===== src/rtl/svd_pkg.sv =====
// Shared types, constants and branch metric function for the soft Viterbi decoder.
`default_nettype none
package svd_pkg;

    localparam int K         = 7;
    localparam int SW        = K - 1;
    localparam int NS        = 1 << SW;
    localparam int AW        = 7;
    localparam int PM_W      = 16;
    localparam int RAW_W     = PM_W + 2;
    localparam int BM_W      = 10;
    localparam int MAX_TB    = 64;

    localparam logic signed [RAW_W-1:0] FLOOR = -(RAW_W'(1) << (PM_W - 1));

    localparam logic [1:0] REG_DEPTH = 2'd0;
    localparam logic [1:0] REG_GEN1  = 2'd1;
    localparam logic [1:0] REG_GEN2  = 2'd2;

    typedef struct packed {
        logic          load;
        logic          acs_issue;
        logic          tb_issue;
        logic          commit;
        logic          emit;
        logic [AW-1:0] idx;
    } cmd_t;

    typedef struct packed {
        logic          need_tb;
        logic [AW-1:0] fill;
        logic          out_free;
    } sts_t;

    function automatic logic signed [BM_W-1:0] branch_metric(
        input logic [SW-1:0]     prev,
        input logic              b,
        input logic signed [7:0] s1,
        input logic signed [7:0] s2,
        input logic [K-1:0]      g1,
        input logic [K-1:0]      g2
    );
        logic [K-1:0]           word;
        logic signed [BM_W-1:0] a;
        logic signed [BM_W-1:0] c;
        word = {b, prev};
        a = BM_W'(s1);
        c = BM_W'(s2);
        if (!(^(word & g1)))
            a = -a;
        if (!(^(word & g2)))
            c = -c;
        return a + c;
    endfunction

endpackage
`default_nettype wire


===== src/rtl/svd_ctrl.sv =====
// Sequencer: ACS sweep, history commit, traceback walk and result hand-off.
`default_nettype none
module svd_ctrl (
    input  wire logic          clk,
    input  wire logic          rst_n,
    input  wire logic          s_tvalid,
    output logic               s_tready,
    input  wire svd_pkg::sts_t sts,
    output svd_pkg::cmd_t      cmd
);

    typedef enum logic [5:0] {
        ST_IDLE   = 6'b000001,
        ST_ACS    = 6'b000010,
        ST_COMMIT = 6'b000100,
        ST_TB     = 6'b001000,
        ST_DRAIN  = 6'b010000,
        ST_EMIT   = 6'b100000
    } state_t;

    state_t                   state_reg, state_next;
    logic [svd_pkg::AW-1:0]   cnt_reg, cnt_next;

    assign s_tready = (state_reg == ST_IDLE);

    always_comb
    begin
        state_next    = state_reg;
        cnt_next      = cnt_reg;
        cmd           = '0;
        cmd.idx       = cnt_reg;
        unique case (state_reg)
            ST_IDLE:
            begin
                if (s_tvalid)
                begin
                    cmd.load   = 1'b1;
                    cnt_next   = '0;
                    state_next = ST_ACS;
                end
            end
            ST_ACS:
            begin
                cmd.acs_issue = (cnt_reg != svd_pkg::AW'(svd_pkg::NS));
                if (cnt_reg == svd_pkg::AW'(svd_pkg::NS))
                    state_next = ST_COMMIT;
                else
                    cnt_next = cnt_reg + 1'b1;
            end
            ST_COMMIT:
            begin
                cmd.commit = 1'b1;
                cnt_next   = sts.fill;
                state_next = sts.need_tb ? ST_TB : ST_IDLE;
            end
            ST_TB:
            begin
                cmd.tb_issue = 1'b1;
                if (cnt_reg == '0)
                    state_next = ST_DRAIN;
                else
                    cnt_next = cnt_reg - 1'b1;
            end
            ST_DRAIN:
            begin
                state_next = ST_EMIT;
            end
            ST_EMIT:
            begin
                if (sts.out_free)
                begin
                    cmd.emit   = 1'b1;
                    state_next = ST_IDLE;
                end
            end
            default:
            begin
                state_next = ST_IDLE;
            end
        endcase
    end

    always_ff @(posedge clk or negedge rst_n)
    begin
        if (!rst_n)
        begin
            state_reg <= ST_IDLE;
            cnt_reg   <= '0;
        end
        else
        begin
            state_reg <= state_next;
            cnt_reg   <= cnt_next;
        end
    end

endmodule
`default_nettype wire


===== config.mk =====
export PLATFORM = sky130hd
export DESIGN_NAME = svd_ctrl
export DESIGN_NICKNAME = d
export VERILOG_FILES = /design/src/rtl/svd_pkg.sv /design/src/rtl/svd_ctrl.sv
export SDC_FILE = /design/constraint.sdc
export NUM_CORES = 1
export LEC_CHECK = 0
export ABC_AREA = 1
export BUFFER_PORTS_ARGS = -buffer_cell sky130_fd_sc_hd__buf_4
export CAP_MARGIN = 20
export CORE_MARGIN = 4
export CORE_UTILIZATION = 53
export DETAILED_ROUTE_END_ITERATION = 8
export PLACE_DENSITY = 0.79
export SLEW_MARGIN = 15
export SYNTH_ARGS = -nofsm -noshare
export SYNTH_HDL_FRONTEND = slang
export SYNTH_SLANG_ARGS = --single-unit
export TNS_END_PERCENT = 20

===== constraint.sdc =====
create_clock -name clk -period 2.2 [get_ports clk]
set_input_delay 0.66 -clock clk [delete_from_list [all_inputs] [get_ports clk]]
set_output_delay 0.66 -clock clk [all_outputs]
set_load 0.02 [all_outputs]

==> results of run 1 <==
==> worst reg2reg max path, delay by kind of cell, from the launching register on <==
| kind | cells | cell delay (ns) |
|---|---|---|
| xor+xnor | 1 | 0.16 |
| flops | 1 | 0.44 |
| fa+ha+maj | 1 | 0.29 |
| compound gates | 2 | 0.24 |
| simple gates | 5 | 0.58 |
| buf+inv | 2 | 0.19 |
==> power by group <==
group,internal (uW),switching (uW),total (uW),leakage [uW]
logic,335,616,951,0.000630
clock network,70.2,85.1,155,0.0000150
registers,315,90.6,405,0.000172
==> placed cells by master (no fill, tap or decap), types with 2 or more instances in the layout <==
master     n
nand2_1   62
buf_4     29
inv_1     18
nor2_1    12
o21ai_0   10
dfrtp_1   10
nand3_1    9
nand4_1    7
ha_1       5
nor2_4     3
nor2_2     3
a21oi_1    3
clkbuf_4   3
nand3_4    2
o21ai_1    2
dfrtp_2    2
==> logic make-up after synthesis <==
logic type / Yosys count / share of synthesized area, %
compound gates: 16 / 7.32
xor+xnor: 2 / 1.60
fa+ha+maj: 6 / 7.55
buf+inv: 22 / 7.89
flops: 13 / 29.9
simple gates: 104 / 45.8
==> repair_timing <==
action	in CTS	in global routing
setup endpoints to repair	0	3
setup buffers	0	4
hold buffers	0	0
gates resized for setup	0	5
==> metrics by stage <==
stage,util [%],total power (uW),setup WS (ns)
floorplan,-,1010,0.389
global placement,66.6,1280,0.288
detailed placement,66.6,1310,0.198
CTS,68.0,1470,0.0266
global route,70.4,1640,-0.0217
finish,70.4,1510,0.0602
==> routing by layer <==
layer / up-vias / part of all wire [%]
li1: 589 / -
met1: 537 / 43
met2: 41 / 50
met3: 2 / 6.4
met4: 0 / 0.49
met5: - / 0
==> how the worst max path moves through the flow <==
stage,to,slack [ns]
after floorplan,cnt_reg[4]$_DFFE_PN0P_,0.39
after global placement,cnt_reg[4]$_DFFE_PN0P_,0.29
after detailed placement,cnt_reg[4]$_DFFE_PN0P_,0.20
after CTS,cmd[10],0.03
after global routing,cmd[11],-0.02
final,cmd[11],0.06
==> cell type report <==
type                            instances  area (um2)  share of cell area (%)
Multi-Input combinational cell        128         693                    50.2
Sequential cell                        13         329                    23.8
Timing Repair Buffer                   29         218                    15.8
Inverter                               21        81.3                    5.89
Tap cell                               27        33.8                    2.45
Clock buffer                            4        26.3                    1.90
==> impl_metrics.json, run 1 <==
{
  "yosys.area.top_type": "dfrtp_1",
  "crit_path_end_kind": "output pin",
  "status": "finished clean",
  "hpwl_um": 2260,
  "vias": 1169,
  "fin_crit_sh_pct": 97.3,
  "reg2reg_depth": 11,
  "ys_ff_latch": 13,
  "ant_nets": 0,
  "grt_antenna_before_repair": 0,
  "cp-start-kind": "flop",
  "drive_above_1_share_pct": 25.6,
  "antenna_cells": 0,
  "cpMaxStageDelayCell": "dfrtp_2",
  "die_y_um": 53.4,
  "clk_latency_ns": 0.28,
  "syn_nets": 181,
  "syn_inst": 163,
  "wl_per_cell_um": 12.9,
  "leakagePower_uw": 0.000817,
  "syn_avg_cell_area_um2": 6.71,
  "r2r-end": "cnt_reg[4]$_DFFE_PN0P_",
  "r2r_start": "state_reg[5]$_DFFE_PN0P_",
  "drtIter0Drc": 29,
  "overflow": 0,
  "finalHoldViolCount": 0,
  "rsz0062_at_grt": "yes",
  "fin_area_mm2": 0.00138,
  "io_pins": 25,
  "path_class": "flop to output pin",
  "final_nets": 214,
  "max_freq_mhz": 467,
  "drv_cap": 0,
  "path_depth": 5,
  "min_path_type": "input pin to async pin",
  "die_area_mm2": 0.00285,
  "portBuffers": 24,
  "critPathMaxFanout": 5,
  "fin_hold_ws_ns": 0.211,
  "synthArstFlopShare_pct": 100,
  "slew_viol_final": 0,
  "clk_pin_slew_ns": 0.09,
  "p_per_area_mw_per_mm2": 1090,
  "cp_common_cell": "buf_4",
  "worstMarginPinSlew_ns": 0.379,
  "synth_top_area_share_pct": 27.5,
  "grt_pass1_wl_um": 4910,
  "synth_most_common_cell": "nand2_1",
  "placed_cells": 214,
  "setup_viol": 0,
  "crit_family": "simple AND/OR/NAND/NOR gates",
  "synth.top_cells.by_area": "dfrtp_1 27%, nand2_1 21%, inv_1 6.2%",
  "critPathBufInv": 2,
  "stdcell_count": 222,
  "dr.pass1.iters": 4,
  "synth_edf_count": 0,
  "syn_area_mm2": 0.00109,
  "clock-sinks": 13,
  "startpoint": "state_reg[5]$_DFFE_PN0P_",
  "start_util_pct": 55.7,
  "track_usage_pct": 23.4,
  "core_region_area_mm2": 0.00196,
  "synthTopCellsByCount": "62 x nand2_1, 18 x inv_1, 12 x dfrtp_1, 12 x nor2_1, 10 x o21ai_0",
  "vdd.ir_drop.worst_v": 0.000756,
  "syn2layout_area_growth_pct": 26.3,
  "clock_path_buffers": 2,
  "drt-total-wl_um": 2860,
  "largest_register_ffs": 7,
  "cp.required_ns": 1.54,
  "synth-warning-count": 0,
  "grt-busiest-layer": "met2",
  "grt_util_met1_pct": 29.0,
  "cts_root_buffer": "clkbuf_4",
  "synth_cell_types": 26,
  "htreeDepth": 1,
  "grt_pass1_vias": 1162,
  "via_per_inst": 5.27,
  "critPathMaxStageDelay_ns": 0.44,
  "cts_buffers": 3,
  "r2r_slack_ns": 0.21,
  "grt_start_max_net_pins": 14,
  "fillCellCount": 157,
  "slew_headroom_pct": 74.7,
  "synth_flop_cell": "dfrtp_1",
  "met2_usage_pct": 40.6,
  "ys_seq_area_share_pct": 29.9,
  "arrival_ns": 1.48,
  "path_cells": "nor2_4, buf_4, nand3_2, nor2_1, buf_4",
  "die_w_um": 53.4,
  "place_congestion": 0.906,
  "rows": 16,
  "min_period_ns": 2.14,
  "cts_tree": "built",
  "place_area_mm2": 0.00131,
  "post-route-drc-count": 0,
  "clock_skew_ns": 0.00356,
  "grtUsageMet3_pct": 3.94,
  "tns_ns": 0
}
Note: power is estimated with default switching activity, not from simulation.
==> inputs of run 2 (changes only) <==
--- a/config.mk
+++ b/config.mk
@@ -5,13 +5,12 @@
 export SDC_FILE = /design/constraint.sdc
 export NUM_CORES = 1
 export LEC_CHECK = 0
-export ABC_AREA = 1
 export BUFFER_PORTS_ARGS = -buffer_cell sky130_fd_sc_hd__buf_4
 export CAP_MARGIN = 20
 export CORE_MARGIN = 4
-export CORE_UTILIZATION = 53
+export CORE_UTILIZATION = 51
 export DETAILED_ROUTE_END_ITERATION = 8
-export PLACE_DENSITY = 0.79
+export PLACE_DENSITY = 0.78
 export SLEW_MARGIN = 15
 export SYNTH_ARGS = -nofsm -noshare
 export SYNTH_HDL_FRONTEND = slang
==> constraint.sdc (replaced) <==
create_clock -name clk -period 2.2 [get_ports clk]
set_input_delay 0.22 -clock clk [delete_from_list [all_inputs] [get_ports clk]]
set_output_delay 0.22 -clock clk [all_outputs]
set_load 0.02 [all_outputs]
==> impl_metrics.json, run 2 <==
{
  "status": "finished, violations left",
  "violations": "negative setup slack",
  "cp-start-kind": "flop",
  "synthTopCellsByCount": "13 x o21ai_0, 12 x dfrtp_1, 11 x nor2_1, 10 x nand2_1, 6 x a21oi_1",
  "max_freq_mhz": 448,
  "drt-total-wl_um": 3120,
  "fin_hold_ws_ns": 0.131,
  "slew_viol_final": 0,
  "grt_pass1_wl_um": 5120,
  "synth_edf_count": 0,
  "p_comb_share_pct": 60.0,
  "start_util_pct": 54.7,
  "crit_path_end_kind": "flop",
  "die_y_um": 51.3,
  "syn_avg_cell_area_um2": 8.60,
  "io_pins": 25,
  "synth_cell_types": 39,
  "clock_skew_ns": 0.00253,
  "cts_tree": "built",
  "clk_latency_ns": 0.28,
  "min_period_ns": 2.23,
  "vias": 1127,
  "track_usage_pct": 26.2,
  "cpMaxStageDelayCell": "dfstp_2",
  "syn_area_um2": 955,
  "syn_nets": 129,
  "pwr-share-clk_pct": 12.2,
  "final_nets": 177,
  "p_int_uw": 708,
  "worstMarginPinSlew_ns": 0.485,
  "grt_pass1_vias": 1082,
  "synthArstFlopShare_pct": 100,
  "final_cell_mix": "44 x buf_4, 12 x dfrtp_1, 11 x nor2_1",
  "clock_path_buffers": 2,
  "r2r_slack_ns": -0.03,
  "placed_cells": 173,
  "via_per_inst": 6.16,
  "critPathBufInv": 1,
  "critPathMaxFanout": 7,
  "arrival_ns": 2.39,
  "synth_top_area_share_pct": 31.5,
  "hpwl_um": 2150,
  "ys_seq_area_share_pct": 34.2,
  "p_sw_uw": 535,
  "fin_util_pct": 81.8,
  "setup_viol": 1,
  "core_region_area_mm2": 0.00175,
  "cts_buffers": 3,
  "die_area_mm2": 0.00263,
  "leakagePower_uw": 0.000668,
  "stdcell_count": 183,
  "vdd.ir_drop.worst_v": 0.000779,
  "p_per_area_mw_per_mm2": 870,
  "ys_ff_latch": 13,
  "path_class": "flop to flop",
  "final_common_cell": "buf_4",
  "clock-sinks": 13,
  "portBuffers": 24,
  "largest_register_ffs": 7,
  "synth_flop_cell": "dfrtp_1",
  "place_ws_ns": -0.109,
  "critPathMaxStageDelay_ns": 0.57,
  "grt_start_max_net_pins": 14,
  "antenna_cells": 0,
  "drtIter0Drc": 52,
  "clk_pin_slew_ns": 0.08,
  "ant_nets": 0,
  "dr.pass1.iters": 4,
  "tns_ns": -0.0313,
  "drv_cap": 0,
  "post-route-drc-count": 0,
  "finalHoldViolCount": 0,
  "synth.top_cells.by_area": "dfrtp_1 31%, o21ai_0 6.8%, ha_1 6.6%",
  "cts_root_buffer": "clkbuf_4",
  "place_congestion": 0.873,
  "htreeDepth": 1,
  "min_path_type": "input pin to flop",
  "rows": 15,
  "yosys.area.top_type": "dfrtp_1",
  "rsz0062_at_grt": "yes",
  "crit_family": "compound AO/OA/AOI/OAI gates",
  "grt_antenna_before_repair": 0,
  "syn_inst": 111,
  "cp.required_ns": 2.36,
  "wl_per_cell_um": 17.1,
  "seqPwrFrac_pct": 27.7,
  "overflow": 0,
  "drive_above_1_share_pct": 43.7,
  "synth-warning-count": 0,
  "fin_ws_ns": -0.0313,
  "synth_most_common_cell": "o21ai_0",
  "path_cells": "nor4_4, nand2_2, clkinv_4, fa_2, a211oi_4, o21ai_1, o2bb2ai_2, a211oi_1, o221ai_1",
  "fin_crit_sh_pct": 101,
  "syn2layout_area_growth_pct": 49.5,
  "die_w_um": 51.3,
  "slew_headroom_pct": 66.9,
  "p_sw_share_pct": 43.0
}
## run 2: repair_timing
item                                    CTS  global route
hold endpoints to repair                 13             0
endpoints found under the setup margin    2             5
hold buffers                              1             0
resized for setup                         3            12
setup buffers                             4             1
pin swaps                                 7             4
## run 2: path summary, 6_finish.rpt
check	from	to	cells after the start
max in group asynchronous	rst_n	state_reg[0]$_DFFE_PN1P_	2
max reg2reg	state_reg[0]$_DFFE_PN1P_	cnt_reg[6]$_DFFE_PN0P_	9
min	sts[8]	state_reg[0]$_DFFE_PN1P_	2
min reg2reg	cnt_reg[6]$_DFFE_PN0P_	state_reg[4]$_DFFE_PN0P_	1
min in group asynchronous	rst_n	state_reg[1]$_DFFE_PN0P_	2
max	state_reg[0]$_DFFE_PN1P_	cnt_reg[6]$_DFFE_PN0P_	9
## run 2: final cells by class
| type | instances | area [um2] |
|---|---|---|
| Multi-Input combinational cell | 91 | 679 |
| Tap cell | 25 | 31.3 |
| Fill cell | 114 | 318 |
| Inverter | 5 | 23.8 |
| Clock buffer | 4 | 26.3 |
| Timing Repair Buffer | 45 | 340 |
| Sequential cell | 13 | 327 |
## run 2: kinds of logic (layout without fill, tap and decap cells)
group | after synthesis | in the layout | share of synthesized area [%]
buffers and inverters | 7 | 54 | 3.15
flip-flops | 13 | 13 | 34.2
AO/OA/AOI/OAI | 34 | 34 | 22.4
XOR/XNOR | 5 | 5 | 4.59
AND/OR/NAND/NOR | 44 | 44 | 24.8
multiplexers | 2 | 2 | 2.23
adder cells (fa/ha/maj) | 6 | 6 | 8.65
## run 2: metrics by stage
step,total power (uW),cell area [um2]
finish,1240,1430
global route,1320,1430
CTS,1160,1370
detailed placement,981,1290
global placement,969,1290
floorplan,715,981
## run 2: layer usage
| metal | GRT usage [%] | routed length [um] | part of all wire (%) |
|---|---|---|---|
| met4 | 13.1 | 70 | 2.2 |
| met2 | 41.8 | 1490 | 48 |
| met3 | 8.16 | 334 | 11 |
| met5 | 0 | 0 | 0 |
| met1 | 31.8 | 1230 | 39 |
## run 2: power groups by stage
| stage | registers, uW | clock network, uW | logic, uW |
|---|---|---|---|
| after detailed placement | 339 | 0 | 642 |
| after floorplan | 385 | 0 | 329 |
| after CTS | 334 | 157 | 665 |
| final | 345 | 152 | 746 |
| after global placement | 339 | 0 | 630 |
| after global routing | 350 | 168 | 805 |
